[config.mk]
export PLATFORM = sky130hd
export DESIGN_NAME = pid_velocity_controller_core
export DESIGN_NICKNAME = d
export VERILOG_FILES = /design/src/pidv_pkg.sv /design/src/pidv_cfg.sv /design/src/pidv_mul.sv /design/src/pidv_dp.sv /design/src/pidv_seq.sv /design/src/pid_velocity_controller_core.sv
export SDC_FILE = /design/constraint.sdc
export NUM_CORES = 2
export LEC_CHECK = 0
export BUFFER_PORTS_ARGS = -buffer_cell sky130_fd_sc_hd__buf_2
export CAP_MARGIN = 20
export CORE_MARGIN = 1
export CORE_UTILIZATION = 40
export CTS_CLUSTER_SIZE = 12
export DETAILED_ROUTE_END_ITERATION = 8
export GPL_ROUTABILITY_DRIVEN = 0
export SLEW_MARGIN = 30
export SYNTH_ARGS = -nofsm -noshare
export SYNTH_HDL_FRONTEND = slang
export SYNTH_SLANG_ARGS = --single-unit
export TNS_END_PERCENT = 10
[constraint.sdc]
create_clock -name clk -period 9.3 [get_ports clk]
set_clock_uncertainty 0.1 [all_clocks]
set_input_delay 0.93 -clock clk [delete_from_list [all_inputs] [get_ports clk]]
set_output_delay 0.93 -clock clk [all_outputs]
set_load 0.005 [all_outputs]
[src/pidv_pkg.sv]
// Shared types, constants and the control program of the PID velocity controller.
`default_nettype none

package pidv_pkg;

    localparam int FRAC_BITS_DEF  = 16;
    localparam int DATA_WIDTH_DEF = 32;

    // Partial product chunk widths of the shared multiplier
    localparam int MUL_A_W = 33;
    localparam int MUL_B_W = 32;

    // Register file
    localparam int REG_IDX_W = 3;
    typedef logic [REG_IDX_W-1:0] reg_idx_t;
    localparam reg_idx_t REG_KP   = 3'd0;
    localparam reg_idx_t REG_KI   = 3'd1;
    localparam reg_idx_t REG_KD   = 3'd2;
    localparam reg_idx_t REG_STEP = 3'd3;
    localparam reg_idx_t REG_INV  = 3'd4;
    localparam reg_idx_t REG_BIAS = 3'd5;

    localparam logic [63:0] RST_KP   = 64'd1311;
    localparam logic [63:0] RST_KI   = 64'd328;
    localparam logic [63:0] RST_KD   = 64'd13107;
    localparam logic [63:0] RST_STEP = 64'd6554;
    localparam logic [63:0] RST_INV  = 64'd655360;
    localparam logic [63:0] RST_BIAS = 64'd23658;

    // Sequencer
    localparam int STEP_W = 3;
    typedef logic [STEP_W-1:0] step_t;

    typedef enum logic [2:0] {
        OP_NOP,
        OP_LOAD_E,
        OP_DIFF,
        OP_ESUM,
        OP_SUM_SET,
        OP_DER,
        OP_SUM_ADD,
        OP_OUT
    } op_t;

    typedef enum logic [2:0] {
        A_E,
        A_DIFF,
        A_KP,
        A_KI,
        A_KD
    } a_sel_t;

    typedef enum logic [2:0] {
        B_STEP,
        B_INV,
        B_E,
        B_ESUM,
        B_DER
    } b_sel_t;

    typedef enum logic [1:0] {
        C_NEXT,
        C_IN,
        C_MUL,
        C_OUT
    } cond_t;

    typedef enum logic [1:0] {
        MUL_IDLE,
        MUL_ACC,
        MUL_FIN
    } mul_state_t;

    typedef struct packed {
        op_t    op;
        a_sel_t a_sel;
        b_sel_t b_sel;
        cond_t  cond;
        logic   mstart;
        step_t  target;
    } ucode_t;

    typedef struct packed {
        op_t    op;
        a_sel_t a_sel;
        b_sel_t b_sel;
        logic   mstart;
        logic   exec;
    } seq_ctrl_t;

    typedef struct packed {
        logic mul_done;
        logic mul_busy;
        logic out_free;
    } dp_status_t;

    // Control program: a wait step executes its op, and starts the next
    // product if it has one, in the cycle the previous product is done.
    function automatic ucode_t ucode(input step_t step);
        ucode_t w;
        case (step)
            3'd0:    w = '{OP_LOAD_E,  A_E,    B_E,    C_IN,   1'b0, 3'd1};
            3'd1:    w = '{OP_DIFF,    A_E,    B_STEP, C_NEXT, 1'b1, 3'd2};
            3'd2:    w = '{OP_ESUM,    A_KP,   B_E,    C_MUL,  1'b1, 3'd3};
            3'd3:    w = '{OP_SUM_SET, A_DIFF, B_INV,  C_MUL,  1'b1, 3'd4};
            3'd4:    w = '{OP_DER,     A_KI,   B_ESUM, C_MUL,  1'b1, 3'd5};
            3'd5:    w = '{OP_SUM_ADD, A_KD,   B_DER,  C_MUL,  1'b1, 3'd6};
            3'd6:    w = '{OP_SUM_ADD, A_E,    B_E,    C_MUL,  1'b0, 3'd7};
            3'd7:    w = '{OP_OUT,     A_E,    B_E,    C_OUT,  1'b0, 3'd0};
            default: w = '{OP_NOP,     A_E,    B_E,    C_NEXT, 1'b0, 3'd0};
        endcase
        return w;
    endfunction

endpackage

`default_nettype wire

[src/pidv_cfg.sv]
// APB register file holding gains, period, inverse period and bias.
`default_nettype none

module pidv_cfg #(
    parameter int DATA_WIDTH = pidv_pkg::DATA_WIDTH_DEF,
    parameter int PDATA_W    = 32,
    parameter int PADDR_W    = 5
) (
    input  logic                  clk,
    input  logic                  rst_n,
    input  logic                  psel,
    input  logic                  penable,
    input  logic                  pwrite,
    input  logic [PADDR_W-1:0]    paddr,
    input  logic [PDATA_W-1:0]    pwdata,
    output logic [PDATA_W-1:0]    prdata,
    output logic                  pready,
    output logic [DATA_WIDTH-1:0] kp,
    output logic [DATA_WIDTH-1:0] ki,
    output logic [DATA_WIDTH-1:0] kd,
    output logic [DATA_WIDTH-2:0] step_time,
    output logic [DATA_WIDTH-2:0] inv_step_time,
    output logic [DATA_WIDTH-1:0] hover_bias
);
    import pidv_pkg::*;

    logic [DATA_WIDTH-1:0] kp_reg;
    logic [DATA_WIDTH-1:0] ki_reg;
    logic [DATA_WIDTH-1:0] kd_reg;
    logic [DATA_WIDTH-2:0] step_reg;
    logic [DATA_WIDTH-2:0] inv_reg;
    logic [DATA_WIDTH-1:0] bias_reg;
    reg_idx_t              idx;
    logic                  wr;

    assign idx    = paddr[PADDR_W-1 -: REG_IDX_W];
    assign wr     = psel && penable && pwrite;
    assign pready = 1'b1;

    always_ff @(posedge clk or negedge rst_n)
    begin
        if (!rst_n)
        begin
            kp_reg   <= RST_KP[DATA_WIDTH-1:0];
            ki_reg   <= RST_KI[DATA_WIDTH-1:0];
            kd_reg   <= RST_KD[DATA_WIDTH-1:0];
            step_reg <= RST_STEP[DATA_WIDTH-2:0];
            inv_reg  <= RST_INV[DATA_WIDTH-2:0];
            bias_reg <= RST_BIAS[DATA_WIDTH-1:0];
        end
        else if (wr)
        begin
            case (idx)
                REG_KP:   kp_reg   <= pwdata[DATA_WIDTH-1:0];
                REG_KI:   ki_reg   <= pwdata[DATA_WIDTH-1:0];
                REG_KD:   kd_reg   <= pwdata[DATA_WIDTH-1:0];
                REG_STEP: step_reg <= pwdata[DATA_WIDTH-2:0];
                REG_INV:  inv_reg  <= pwdata[DATA_WIDTH-2:0];
                REG_BIAS: bias_reg <= pwdata[DATA_WIDTH-1:0];
                default:  ;
            endcase
        end
    end

    always_comb
    begin
        case (idx)
            REG_KP:   prdata = PDATA_W'(kp_reg);
            REG_KI:   prdata = PDATA_W'(ki_reg);
            REG_KD:   prdata = PDATA_W'(kd_reg);
            REG_STEP: prdata = PDATA_W'(step_reg);
            REG_INV:  prdata = PDATA_W'(inv_reg);
            REG_BIAS: prdata = PDATA_W'(bias_reg);
            default:  prdata = '0;
        endcase
    end

    assign kp            = kp_reg;
    assign ki            = ki_reg;
    assign kd            = kd_reg;
    assign step_time     = step_reg;
    assign inv_step_time = inv_reg;
    assign hover_bias    = bias_reg;

endmodule

`default_nettype wire

[src/pidv_mul.sv]
// Shared fixed-point multiplier: chunked partial products, floor shift, saturation.
`default_nettype none

module pidv_mul #(
    parameter int DATA_WIDTH = pidv_pkg::DATA_WIDTH_DEF,
    parameter int FRAC_BITS  = pidv_pkg::FRAC_BITS_DEF
) (
    input  logic                         clk,
    input  logic                         rst_n,
    input  logic                         start,
    input  logic signed [DATA_WIDTH:0]   op_a,
    input  logic signed [DATA_WIDTH-1:0] op_b,
    output logic                         busy,
    output logic                         done,
    output logic signed [DATA_WIDTH-1:0] result
);
    import pidv_pkg::*;

    localparam int AW   = DATA_WIDTH + 1;
    localparam int BW   = DATA_WIDTH;
    localparam int NA   = (AW + MUL_A_W - 1) / MUL_A_W;
    localparam int NB   = (BW + MUL_B_W - 1) / MUL_B_W;
    localparam int APW  = NA * MUL_A_W;
    localparam int BPW  = NB * MUL_B_W;
    localparam int PW   = APW + BPW;
    localparam int IA_W = (NA > 1) ? $clog2(NA) : 1;
    localparam int IB_W = (NB > 1) ? $clog2(NB) : 1;
    localparam int QW   = PW - FRAC_BITS + 1;
    localparam logic [QW-1:0] LIM = QW'(1) << (DATA_WIDTH - 1);
    localparam logic [DATA_WIDTH-1:0] SMIN = {1'b1, {(DATA_WIDTH-1){1'b0}}};
    localparam logic [DATA_WIDTH-1:0] SMAX = ~SMIN;

    mul_state_t                    state_reg, state_next;
    logic [APW-1:0]                a_mag_reg;
    logic [BPW-1:0]                b_mag_reg;
    logic                          neg_reg;
    logic [PW-1:0]                 acc_reg;
    logic [IA_W-1:0]               ia_reg;
    logic [IB_W-1:0]               ib_reg;
    logic                          done_reg;
    logic [DATA_WIDTH-1:0]         result_reg;

    logic [AW-1:0]                 a_abs;
    logic [BW-1:0]                 b_abs;
    logic [MUL_A_W-1:0]            a_chunk;
    logic [MUL_B_W-1:0]            b_chunk;
    logic [MUL_A_W+MUL_B_W-1:0]    prod;
    logic [PW-1:0]                 pp_shifted;
    logic                          last_pp;
    logic                          acc_en;
    logic                          fin_en;
    logic [QW-1:0]                 q;
    logic [QW-1:0]                 qn;
    logic                          rem;
    logic [DATA_WIDTH-1:0]         fin_val;

    assign a_abs = op_a[DATA_WIDTH]   ? (~op_a + 1'b1) : op_a;
    assign b_abs = op_b[DATA_WIDTH-1] ? (~op_b + 1'b1) : op_b;

    assign a_chunk    = a_mag_reg[ia_reg*MUL_A_W +: MUL_A_W];
    assign b_chunk    = b_mag_reg[ib_reg*MUL_B_W +: MUL_B_W];
    assign prod       = a_chunk * b_chunk;
    assign pp_shifted = PW'(prod) << (ia_reg*MUL_A_W + ib_reg*MUL_B_W);
    assign last_pp    = (ia_reg == IA_W'(NA - 1)) && (ib_reg == IB_W'(NB - 1));

    // Floor toward minus infinity: a negative product with a fraction rounds away from zero
    always_comb
    begin
        q   = {1'b0, acc_reg[PW-1:FRAC_BITS]};
        rem = |acc_reg[FRAC_BITS-1:0];
        qn  = q + QW'(rem);
        if (neg_reg)
        begin
            fin_val = (qn >= LIM) ? SMIN : (~qn[DATA_WIDTH-1:0] + 1'b1);
        end
        else
        begin
            fin_val = (q > LIM - 1'b1) ? SMAX : q[DATA_WIDTH-1:0];
        end
    end

    always_comb
    begin
        case (state_reg)
            MUL_IDLE: state_next = start ? MUL_ACC : MUL_IDLE;
            MUL_ACC:  state_next = last_pp ? MUL_FIN : MUL_ACC;
            MUL_FIN:  state_next = MUL_IDLE;
            default:  state_next = MUL_IDLE;
        endcase
    end

    always_comb
    begin
        acc_en = 1'b0;
        fin_en = 1'b0;
        busy   = 1'b1;
        case (state_reg)
            MUL_IDLE: busy   = 1'b0;
            MUL_ACC:  acc_en = 1'b1;
            MUL_FIN:  fin_en = 1'b1;
            default:  busy   = 1'b0;
        endcase
    end

    always_ff @(posedge clk or negedge rst_n)
    begin
        if (!rst_n)
        begin
            state_reg <= MUL_IDLE;
            ia_reg    <= '0;
            ib_reg    <= '0;
            done_reg  <= 1'b0;
        end
        else
        begin
            state_reg <= state_next;
            done_reg  <= fin_en;
            if (acc_en)
            begin
                if (last_pp)
                begin
                    ia_reg <= '0;
                    ib_reg <= '0;
                end
                else if (ib_reg == IB_W'(NB - 1))
                begin
                    ib_reg <= '0;
                    ia_reg <= ia_reg + 1'b1;
                end
                else
                begin
                    ib_reg <= ib_reg + 1'b1;
                end
            end
        end
    end

    always_ff @(posedge clk)
    begin
        if (start && !busy)
        begin
            a_mag_reg <= APW'(a_abs);
            b_mag_reg <= BPW'(b_abs);
            neg_reg   <= op_a[DATA_WIDTH] ^ op_b[DATA_WIDTH-1];
            acc_reg   <= '0;
        end
        else if (acc_en)
        begin
            acc_reg <= acc_reg + pp_shifted;
        end
        if (fin_en)
        begin
            result_reg <= fin_val;
        end
    end

    assign done   = done_reg;
    assign result = result_reg;

    a_start_idle: assert property (@(posedge clk) disable iff (!rst_n)
        start |-> !busy)
        else $error("multiplier started while busy");

    a_done_pulse: assert property (@(posedge clk) disable iff (!rst_n)
        done_reg |=> !done_reg && state_reg != MUL_FIN)
        else $error("multiplier done held for more than one cycle");

endmodule

`default_nettype wire

[src/pidv_dp.sv]
// Datapath: error, integral, PID terms, running sum and the output register.
`default_nettype none

module pidv_dp #(
    parameter int DATA_WIDTH = pidv_pkg::DATA_WIDTH_DEF,
    parameter int FRAC_BITS  = pidv_pkg::FRAC_BITS_DEF
) (
    input  logic                          clk,
    input  logic                          rst_n,
    input  pidv_pkg::seq_ctrl_t           ctrl,
    input  logic signed [DATA_WIDTH-1:0]  target_speed,
    input  logic signed [DATA_WIDTH-1:0]  measured_speed,
    input  logic [DATA_WIDTH-1:0]         kp,
    input  logic [DATA_WIDTH-1:0]         ki,
    input  logic [DATA_WIDTH-1:0]         kd,
    input  logic [DATA_WIDTH-2:0]         step_time,
    input  logic [DATA_WIDTH-2:0]         inv_step_time,
    input  logic [DATA_WIDTH-1:0]         hover_bias,
    input  logic                          out_ready,
    output logic                          out_valid,
    output logic signed [DATA_WIDTH-1:0]  drive_command,
    output pidv_pkg::dp_status_t          status
);
    import pidv_pkg::*;

    localparam int AW = DATA_WIDTH + 1;
    localparam int SW = DATA_WIDTH + 2;
    localparam logic signed [DATA_WIDTH-1:0] SMIN = {1'b1, {(DATA_WIDTH-1){1'b0}}};
    localparam logic signed [DATA_WIDTH-1:0] SMAX = ~SMIN;

    logic signed [DATA_WIDTH-1:0] e_reg;
    logic signed [AW-1:0]         diff_reg;
    logic signed [DATA_WIDTH-1:0] esum_reg;
    logic signed [DATA_WIDTH-1:0] last_reg;
    logic signed [DATA_WIDTH-1:0] der_reg;
    logic signed [SW-1:0]         sum_reg;
    logic signed [SW-1:0]         sum_next;
    logic signed [DATA_WIDTH-1:0] out_data_reg;
    logic                         out_valid_reg;

    logic signed [AW-1:0]         e_raw;
    logic signed [DATA_WIDTH-1:0] e_sat;
    logic signed [AW-1:0]         esum_raw;
    logic signed [DATA_WIDTH-1:0] esum_sat;
    logic signed [DATA_WIDTH-1:0] sum_sat;
    logic [2:0]                   sum_top;
    logic signed [AW-1:0]         mul_a;
    logic signed [DATA_WIDTH-1:0] mul_b;
    logic signed [DATA_WIDTH-1:0] mul_res;
    logic                         mul_busy;
    logic                         mul_done;
    logic                         load_out;

    pidv_mul #(
        .DATA_WIDTH (DATA_WIDTH),
        .FRAC_BITS  (FRAC_BITS)
    ) u_mul (
        .clk    (clk),
        .rst_n  (rst_n),
        .start  (ctrl.mstart),
        .op_a   (mul_a),
        .op_b   (mul_b),
        .busy   (mul_busy),
        .done   (mul_done),
        .result (mul_res)
    );

    always_comb
    begin
        case (ctrl.a_sel)
            A_E:     mul_a = AW'(e_reg);
            A_DIFF:  mul_a = diff_reg;
            A_KP:    mul_a = AW'($signed(kp));
            A_KI:    mul_a = AW'($signed(ki));
            A_KD:    mul_a = AW'($signed(kd));
            default: mul_a = '0;
        endcase
    end

    always_comb
    begin
        case (ctrl.b_sel)
            B_STEP:  mul_b = $signed({1'b0, step_time});
            B_INV:   mul_b = $signed({1'b0, inv_step_time});
            B_E:     mul_b = e_reg;
            B_ESUM:  mul_b = esum_reg;
            B_DER:   mul_b = der_reg;
            default: mul_b = '0;
        endcase
    end

    // Saturating adders: clamp whenever the guard bits disagree with the sign
    always_comb
    begin
        e_raw = AW'(target_speed) - AW'(measured_speed);
        if (e_raw[AW-1] != e_raw[AW-2])
        begin
            e_sat = e_raw[AW-1] ? SMIN : SMAX;
        end
        else
        begin
            e_sat = e_raw[DATA_WIDTH-1:0];
        end

        esum_raw = AW'(esum_reg) + AW'(mul_res);
        if (esum_raw[AW-1] != esum_raw[AW-2])
        begin
            esum_sat = esum_raw[AW-1] ? SMIN : SMAX;
        end
        else
        begin
            esum_sat = esum_raw[DATA_WIDTH-1:0];
        end

        sum_top = sum_reg[SW-1:DATA_WIDTH-1];
        if (!((&sum_top) || !(|sum_top)))
        begin
            sum_sat = sum_reg[SW-1] ? SMIN : SMAX;
        end
        else
        begin
            sum_sat = sum_reg[DATA_WIDTH-1:0];
        end

        if (ctrl.op == OP_SUM_SET)
        begin
            sum_next = SW'($signed(hover_bias)) + SW'(mul_res);
        end
        else
        begin
            sum_next = sum_reg + SW'(mul_res);
        end
    end

    assign load_out = ctrl.exec && (ctrl.op == OP_OUT);

    always_ff @(posedge clk or negedge rst_n)
    begin
        if (!rst_n)
        begin
            esum_reg      <= '0;
            last_reg      <= '0;
            out_valid_reg <= 1'b0;
        end
        else
        begin
            if (ctrl.exec && ctrl.op == OP_ESUM)
            begin
                esum_reg <= esum_sat;
            end
            if (ctrl.exec && ctrl.op == OP_DIFF)
            begin
                last_reg <= e_reg;
            end
            if (load_out)
            begin
                out_valid_reg <= 1'b1;
            end
            else if (out_ready)
            begin
                out_valid_reg <= 1'b0;
            end
        end
    end

    always_ff @(posedge clk)
    begin
        if (ctrl.exec)
        begin
            case (ctrl.op)
                OP_LOAD_E:  e_reg        <= e_sat;
                OP_DIFF:    diff_reg     <= AW'(e_reg) - AW'(last_reg);
                OP_SUM_SET: sum_reg      <= sum_next;
                OP_SUM_ADD: sum_reg      <= sum_next;
                OP_DER:     der_reg      <= mul_res;
                OP_OUT:     out_data_reg <= sum_sat;
                default:    ;
            endcase
        end
    end

    assign out_valid       = out_valid_reg;
    assign drive_command   = out_data_reg;
    assign status.mul_done = mul_done;
    assign status.mul_busy = mul_busy;
    assign status.out_free = !out_valid_reg || out_ready;

    a_out_load: assert property (@(posedge clk) disable iff (!rst_n)
        $rose(out_valid_reg) |-> $past(load_out))
        else $error("output became valid without an output step");

endmodule

`default_nettype wire

[src/pidv_seq.sv]
// Microcode sequencer: step counter, program ROM and wait conditions.
`default_nettype none

module pidv_seq (
    input  logic                 clk,
    input  logic                 rst_n,
    input  logic                 in_valid,
    output logic                 in_ready,
    input  pidv_pkg::dp_status_t status,
    output pidv_pkg::seq_ctrl_t  ctrl
);
    import pidv_pkg::*;

    step_t  step_reg;
    step_t  step_next;
    ucode_t uc;
    logic   cond_ok;

    assign uc = ucode(step_reg);

    always_comb
    begin
        case (uc.cond)
            C_NEXT:  cond_ok = 1'b1;
            C_IN:    cond_ok = in_valid;
            C_MUL:   cond_ok = status.mul_done;
            C_OUT:   cond_ok = status.out_free;
            default: cond_ok = 1'b0;
        endcase
    end

    // Hold on the current step until its condition is met, then jump
    assign step_next   = cond_ok ? uc.target : step_reg;
    assign in_ready    = (uc.cond == C_IN);
    assign ctrl.op     = uc.op;
    assign ctrl.a_sel  = uc.a_sel;
    assign ctrl.b_sel  = uc.b_sel;
    assign ctrl.exec   = cond_ok;
    assign ctrl.mstart = uc.mstart && cond_ok;

    always_ff @(posedge clk or negedge rst_n)
    begin
        if (!rst_n)
        begin
            step_reg <= '0;
        end
        else
        begin
            step_reg <= step_next;
        end
    end

    a_one_item: assert property (@(posedge clk) disable iff (!rst_n)
        (in_valid && in_ready) |=> !in_ready)
        else $error("second item taken while one is in progress");

    a_start_free: assert property (@(posedge clk) disable iff (!rst_n)
        ctrl.mstart |-> !status.mul_busy)
        else $error("product issued to a busy multiplier");

endmodule

`default_nettype wire

[src/pid_velocity_controller_core.sv]
// Top level of the PID velocity controller with feedforward bias.
//
// Usage: each control tick, present target_speed (s_tdata low field) and
// measured_speed (next field) on the slave stream; an item transfers when
// s_tvalid and s_tready are both high. One drive_command comes back on the
// master stream per item, in order.
// Gains, period, inverse period and bias sit in the APB registers at byte
// address 4*index (8*index when DATA_WIDTH exceeds 32); write them only
// while no item is in flight.
// Flow: a microcoded sequencer runs five products through one shared
// multiplier, each accumulating N partial products (N = 1 at DATA_WIDTH =
// 32). m_tvalid is set by the register loaded in the output step, and a new
// item is taken only after the previous item's output step has run.
// Stall: the result waits in the output register; the next item is still
// accepted and computed, and only its final output step holds until the
// register is free.
// Reset: registers return to their defaults, integral and previous error
// clear to zero, no result is pending.
`default_nettype none

module pid_velocity_controller_core #(
    parameter int FRAC_BITS  = pidv_pkg::FRAC_BITS_DEF,
    parameter int DATA_WIDTH = pidv_pkg::DATA_WIDTH_DEF
) (
    input  logic clk,
    input  logic rst_n,
    // s_tdata: target_speed, measured_speed
    input  logic                                    s_tvalid,
    output logic                                    s_tready,
    input  logic [((2*DATA_WIDTH+7)/8)*8-1:0]       s_tdata,
    // m_tdata: drive_command
    output logic                                    m_tvalid,
    input  logic                                    m_tready,
    output logic [((DATA_WIDTH+7)/8)*8-1:0]         m_tdata,
    input  logic                                    psel,
    input  logic                                    penable,
    input  logic                                    pwrite,
    input  logic [pidv_pkg::REG_IDX_W+(DATA_WIDTH>32 ? 3 : 2)-1:0] paddr,
    input  logic [(DATA_WIDTH>32 ? 64 : 32)-1:0]    pwdata,
    output logic [(DATA_WIDTH>32 ? 64 : 32)-1:0]    prdata,
    output logic                                    pready
);
    import pidv_pkg::*;

    localparam int OUT_W   = ((DATA_WIDTH + 7) / 8) * 8;
    localparam int PDATA_W = (DATA_WIDTH > 32) ? 64 : 32;
    localparam int PADDR_W = REG_IDX_W + ((DATA_WIDTH > 32) ? 3 : 2);

    logic [DATA_WIDTH-1:0]        kp;
    logic [DATA_WIDTH-1:0]        ki;
    logic [DATA_WIDTH-1:0]        kd;
    logic [DATA_WIDTH-2:0]        step_time;
    logic [DATA_WIDTH-2:0]        inv_step_time;
    logic [DATA_WIDTH-1:0]        hover_bias;
    logic signed [DATA_WIDTH-1:0] target_speed;
    logic signed [DATA_WIDTH-1:0] measured_speed;
    logic signed [DATA_WIDTH-1:0] drive_command;
    seq_ctrl_t                    ctrl;
    dp_status_t                   status;

    assign target_speed   = $signed(s_tdata[DATA_WIDTH-1:0]);
    assign measured_speed = $signed(s_tdata[2*DATA_WIDTH-1:DATA_WIDTH]);
    assign m_tdata        = OUT_W'($unsigned(drive_command));

    pidv_cfg #(
        .DATA_WIDTH (DATA_WIDTH),
        .PDATA_W    (PDATA_W),
        .PADDR_W    (PADDR_W)
    ) u_cfg (
        .clk           (clk),
        .rst_n         (rst_n),
        .psel          (psel),
        .penable       (penable),
        .pwrite        (pwrite),
        .paddr         (paddr),
        .pwdata        (pwdata),
        .prdata        (prdata),
        .pready        (pready),
        .kp            (kp),
        .ki            (ki),
        .kd            (kd),
        .step_time     (step_time),
        .inv_step_time (inv_step_time),
        .hover_bias    (hover_bias)
    );

    pidv_seq u_seq (
        .clk      (clk),
        .rst_n    (rst_n),
        .in_valid (s_tvalid),
        .in_ready (s_tready),
        .status   (status),
        .ctrl     (ctrl)
    );

    pidv_dp #(
        .DATA_WIDTH (DATA_WIDTH),
        .FRAC_BITS  (FRAC_BITS)
    ) u_dp (
        .clk            (clk),
        .rst_n          (rst_n),
        .ctrl           (ctrl),
        .target_speed   (target_speed),
        .measured_speed (measured_speed),
        .kp             (kp),
        .ki             (ki),
        .kd             (kd),
        .step_time      (step_time),
        .inv_step_time  (inv_step_time),
        .hover_bias     (hover_bias),
        .out_ready      (m_tready),
        .out_valid      (m_tvalid),
        .drive_command  (drive_command),
        .status         (status)
    );

endmodule

`default_nettype wire
== Word level (Yosys, flattened, before mapping) ==
Memories as Yosys holds them, arrays and structs flattened.
Index checks and enable logic that the tools add are counted.
Word-level totals
  register bits: 589
  bits in latches: 0
  bits in writable memories: 0
  memory bits (read-only): 120
  bits of input ports: 108
  output and inout bits: 67
  logic and storage cells: 145
  memories: 1
Cells by class
  $add $sub $neg: 13
  multiply operators: 2
  div/mod/pow operators: 0
  order comparisons: 2
  equality and inequality tests: 28
  shift-type cells: 3
  mux-type cells: 28
  bitwise operators: 6
  reduce and logical (&&, ||, !) cells: 36
Memories
  (no name shown): words 8, bits a word 15, read ports 1, clocked after memory_dff 0, wr ports 0, line pidv_pkg.sv:101  | case (step)
Operators with widths (count)
  32-bit 2-to-1 mux: 10
  32-bit case mux with 6 select lines: 1
  33-bit case mux with 5 select lines: 1
  32-bit case mux with 5 select lines: 1
  32-bit by 32-bit adder with 33-bit output: 2
  32-bit by 32-bit subtractor with 33-bit output: 2
  65-bit adder: 1
  33-bit by 32-bit multiplier with 65-bit output: 1
  65-bit by 8-bit << shifter with 65-bit output: 1
  32-bit by 1-bit adder with 32-bit output (second input constant): 2
  32-bit NOT: 2
  49-bit by 1-bit adder with 50-bit output: 1
  50-bit by 32-bit greater-or-equal comparator with 1-bit output (second input constant): 1
  49-bit by 31-bit > comparator with 1-bit output (second input constant): 1
  34-bit by 32-bit adder with 34-bit output: 1
  34-bit 2-to-1 mux: 1
  33-bit by 1-bit adder with 33-bit output (second input constant): 1
  33-bit NOT: 1
  33-bit by 8-bit variable part select with 33-bit output: 1
  32-bit by 7-bit variable part select with 32-bit output: 1
  31-bit 2-to-1 mux: 1
  3-bit by 2-bit equality test with 1-bit output (second input constant): 8
  3-bit equality test (second input constant): 8
  2-bit AND reduction: 12
  other kinds (24): 56

== Depth between registers and ports, before layout ==
  word-level depth: 6
  mapped depth: 42

== Cells and area by module ==
Synthesis repeated with hierarchy kept, for this count alone.
Second synthesis, totals
  cell total of the unflattened synthesis: 8058
  area, all modules: 75067.0 sq um
By module, submodules not included
  pidv_mul: times used 1, cells an instance 5281, area each 46757.3 sq um, seq. area each 4319.1 sq um
  pidv_dp: times used 1, cells an instance 2100, area each 19017.0 sq um, seq. area each 6521.3 sq um
  pidv_cfg: times used 1, cells an instance 628, area each 8874.8 sq um, seq. area each 4798.4 sq um
  pidv_seq: times used 1, cells an instance 49, area each 417.9 sq um, seq. area each 75.1 sq um

== Worst setup path before layout ==
Ideal clock, no wire load.
  kind: register to register
  from: register u_dp.u_mul.b_mag_reg[2]
  to: register u_dp.u_mul.acc_reg[57]
  library setup time: 0.226 ns
  arrival time: 9.065 ns
  data required time: 8.974 ns
  setup slack: -0.091 ns
  cell stages (with the launch flop): 41
  path through: edfxtp_1 clkbuf_1 and2_1 fa_1 inv_1 fa_1 fa_1 fa_1 inv_1 fa_1 inv_1 fa_1 inv_1 fa_1 fa_1 ha_1 clkbuf_1 nand2_1 [5 not listed] a21o_1 a21oi_1 o21ai_0 a21oi_1 xnor2_1 ha_1 clkbuf_1 a21o_1 a21oi_1 o21ai_0 nor3_1 o221a_2 a211o_1 a31oi_1 o21ai_0 xnor2_1 mux2i_1 nor2_1
On the way
  word-level cells in the longest chain between the ends: 4
RTL lines
  from (decl): line pidv_mul.sv:35  | logic [BPW-1:0] b_mag_reg;
  from (signal assigned): line pidv_mul.sv:143  | b_mag_reg <= BPW'(b_abs);
  32-bit by 7-bit variable part select with 32-bit output: line pidv_mul.sv:61  | assign b_chunk = b_mag_reg[ib_reg*MUL_B_W +: MUL_B_W];
  33-bit by 32-bit multiplier with 65-bit output: line pidv_mul.sv:62  | assign prod = a_chunk * b_chunk;
  65-bit by 8-bit << shifter with 65-bit output: line pidv_mul.sv:63  | assign pp_shifted = PW'(prod) << (ia_reg*MUL_A_W + ib_reg*MUL_B_W);
  65-bit adder: line pidv_mul.sv:149  | acc_reg <= acc_reg + pp_shifted;
  to (signal assigned): line pidv_mul.sv:149
  to (decl): line pidv_mul.sv:37  | logic [PW-1:0] acc_reg;
No other way between the ends.
A chain may end at the register's enable or synchronous reset.

== Final worst setup path ==
  from: register u_dp.u_mul.a_mag_reg[19]
  to: register u_dp.u_mul.acc_reg[62]
On the way
  word-level cells in the longest chain between the ends: 4
RTL lines
  from (decl): line pidv_mul.sv:34  | logic [APW-1:0] a_mag_reg;
  from (signal assigned): line pidv_mul.sv:142  | a_mag_reg <= APW'(a_abs);
  33-bit by 8-bit variable part select with 33-bit output: line pidv_mul.sv:60  | assign a_chunk = a_mag_reg[ia_reg*MUL_A_W +: MUL_A_W];
  33-bit by 32-bit multiplier with 65-bit output: line pidv_mul.sv:62
  65-bit by 8-bit << shifter with 65-bit output: line pidv_mul.sv:63
  65-bit adder: line pidv_mul.sv:149
No other way between the ends.

==> flow_summary.json <==
{
  "avgSynthCellArea_sq_um": 9.172,
  "clockRootBuffer": "clkbuf_16",
  "pre_cts_slack_ps": -668.3,
  "rows": 157,
  "path_clk_slew_ps": 60,
  "crit_path_top_delay_cell": "fa_2",
  "slew_headroom": 0.3246,
  "ys_ff_latch": 587,
  "setup_viol": 14,
  "mostFrequentLayoutCell": "inv_1",
  "synth_xor_area_frac": 0.03833,
  "cp_common_cell": "fa_1",
  "hold_viol_final": 0,
  "rsz0062_at_grt": "yes",
  "violations": "DRC, setup timing",
  "clk_latency_ps": 670,
  "design.core.area_sq_um": 183700,
  "grt_antenna_before_repair": 23,
  "synth_cells": 8090,
  "post_drt_wl_per_cell_um": 20.98,
  "synth_fp_nets": 9636,
  "synthSimpleGateAreaFrac": 0.1679,
  "cp.required_ps": 9740,
  "worstSetupStartpointType": "register",
  "muxShareOfSynthArea": 0.03752,
  "ys_async_sr_fraction": 0.4446,
  "worstPathArrival_ps": 10040,
  "r2r_end": "u_dp.u_mul.acc_reg[62]",
  "r2r_slack_ps": -300,
  "syn_area_sq_um": 74200,
  "clockBufferDepth": 3,
  "path_max_fanout": 10,
  "vias": 61150,
  "fmax_ghz": 0.1042,
  "period_needed_ps": 9602,
  "port-buffer-count": 171,
  "final.setup.worst_slack_ps": -301.6,
  "h-tree-depth": 3,
  "drive_gt1_frac": 0.1703,
  "final_cell_mix": "inv_1, nand2_1, fa_1",
  "synth_top_family_by_area": "adder cells",
  "drc": 6,
  "yosysUniqueCellTypes": 109,
  "dr.pass1.iters": 9,
  "drtAntennaViolNets": 0,
  "drv_cap": 0,
  "path_buf_inv": 6,
  "die_area_sq_um": 187200,
  "tightestPinTransition_ps": 1000,
  "synth_compound_area_frac": 0.1294,
  "synthFlopType": "edfxtp_1",
  "end_kind": "register",
  "grt_max_degree": 101,
  "ys_seq_area_frac": 0.2118,
  "cts-buffers-inserted": 68,
  "place_inst": 10900,
  "criticalPathCategory": "reg -> reg",
  "grt_pass1_vias": 62500,
  "instances_no_fill": 11080,
  "drt-total-wl_um": 232500,
  "area_growth_pct": 16.09,
  "yosys.area.top_type": "fa_1",
  "die_h_um": 432.7,
  "ys_warn_count": 0,
  "vias_per_cell": 5.518,
  "status": "complete, but fails checks",
  "r2r_cells": 35,
  "initial_core_util": 0.4040,
  "cts_tree": "built",
  "synth-edff-count": 261,
  "fin_crit_sh": 1.032,
  "hold_path_class": "in -> async",
  "drtIter0Drc": 4563,
  "hpwl_um": 185500,
  "r2r-start": "u_dp.u_mul.a_mag_reg[19]",
  "synth.top_cell.area_share": 0.2514,
  "largest_reg_flops": 65,
  "synth_fa_ha_area_frac": 0.3380,
  "clock_sinks": 587,
  "critPathMaxStageDelay_ps": 610,
  "timing.critical_path.max_delay_family": "adder cells",
  "final_nets": 10100,
  "die_x_um": 432.7,
  "ys_top_cells_by_area": "fa_1, edfxtp_1, ha_1",
  "io_pins": 175,
  "drv_slew": 0,
  "overflow": 0,
  "grt_usage": 0.2475,
  "grt_pass1_wl_um": 360800
}
## routing by layer
metal / track usage / vias up / wire [um]
met4: 0.1067 / 6 / 11230
met1: 0.3207 / 30880 / 95990
met5: 0 / - / 39
li1: - / 27790 / -
met2: 0.4155 / 2016 / 110800
met3: 0.02924 / 457 / 14450
## cell type report
class                   count  area (sq um)
multi-input cells        6004         54190
clock buffers              96          1961
well taps                2464          3083
clock inverters            26         306.5
repair buffers            841          6904
fillers                 17260         97530
diodes                      8         20.02
inverters                1056          3966
flip-flops and latches    587         15720
## synth_stat cells (all sizes together), types with 14 or more instances
library cell and number:
a22oi 134, xor2 134, or3 30, a31oi 53, a211oi 34, fa 932, nand3b 26, a211o 22
nor3b 18, nor3 67, mux2i 61, o31ai 26, edfxtp 261, nand2 972, and3 69, a21o 168
o21a 45, nand2b 53, a31o 15, dfstp 35, nor2b 57, buf 46, o21bai 41, o211ai 41
dfxtp 65, inv 1054, o22ai 20, xnor2 189, a21oi 349, dfrtp 226, o21ai 317, clkbuf 397
nand3 137, nand4 66, a222oi 32, or2 19, mux2 193, and2 531, nor2 400, nor4 34
o311ai 14, ha 506
## stage by stage
stage	instance area, sq um	setup TNS, ps	util	hold WS, ps
6_report	86140	-2127	0.4690	171.6
5_1_grt	86140	-10480	0.4690	251.4
4_1_cts	84820	-2642	0.4618	200.7
3_5_place_dp	82070	-9825	0.4468	408.7
3_3_place_gp	81990	-7729	0.4464	398.6
2_1_floorplan	74200	0	-	375.2
## kinds of logic (layout without fill, tap and decap cells)
kind of cell | after synthesis | after routing
and+or+nand+nor | 2528 | 2528
adders and majority gates | 1447 | 1447
other | 1 | 9
DFF | 587 | 587
muxes | 254 | 254
xor gates and xnor gates | 323 | 323
buffers and inverters | 1499 | 2019
AOI/OAI and AO/OA | 1451 | 1451
## worst reg2reg max path: cells and delay by family, from the launching register on
kind / cells / cell delay, ps
adder cells (fa/ha/maj): 10 / 4800
AO/OA/AOI/OAI: 10 / 1870
AND/OR/NAND/NOR: 8 / 1370
buffers and inverters: 6 / 760
flip-flops: 1 / 440
XOR/XNOR: 1 / 150
## worst max-delay path by stage
stage	start	to	slack [ps]	cells after the start
finish	u_dp.u_mul.a_mag_reg[19]	u_dp.u_mul.acc_reg[62]	-300	35
global route	u_dp.u_mul.a_mag_reg[13]	u_dp.u_mul.acc_reg[62]	-620	37
CTS	u_dp.u_mul.b_mag_reg[11]	u_dp.u_mul.acc_reg[64]	-350	36
detailed placement	u_dp.u_mul.a_mag_reg[19]	u_dp.u_mul.acc_reg[53]	-670	34
global placement	u_dp.u_mul.b_mag_reg[2]	u_dp.u_mul.acc_reg[64]	-630	37
floorplan	u_dp.u_mul.b_mag_reg[2]	u_dp.u_mul.acc_reg[57]	7	40
## timing repair
item | 4_1_cts | 5_1_grt
hold buffers | 0 | 0
endpoints found under the setup margin | 30 | 34
pin swaps | 38 | 178
gates resized for setup | 93 | 206
cloned | 0 | 3
buffers inserted | 11 | 38
Power is left out: the tool's default activity adds up to more than one toggle a clock period on the data nets, which glitch-free logic cannot reach.
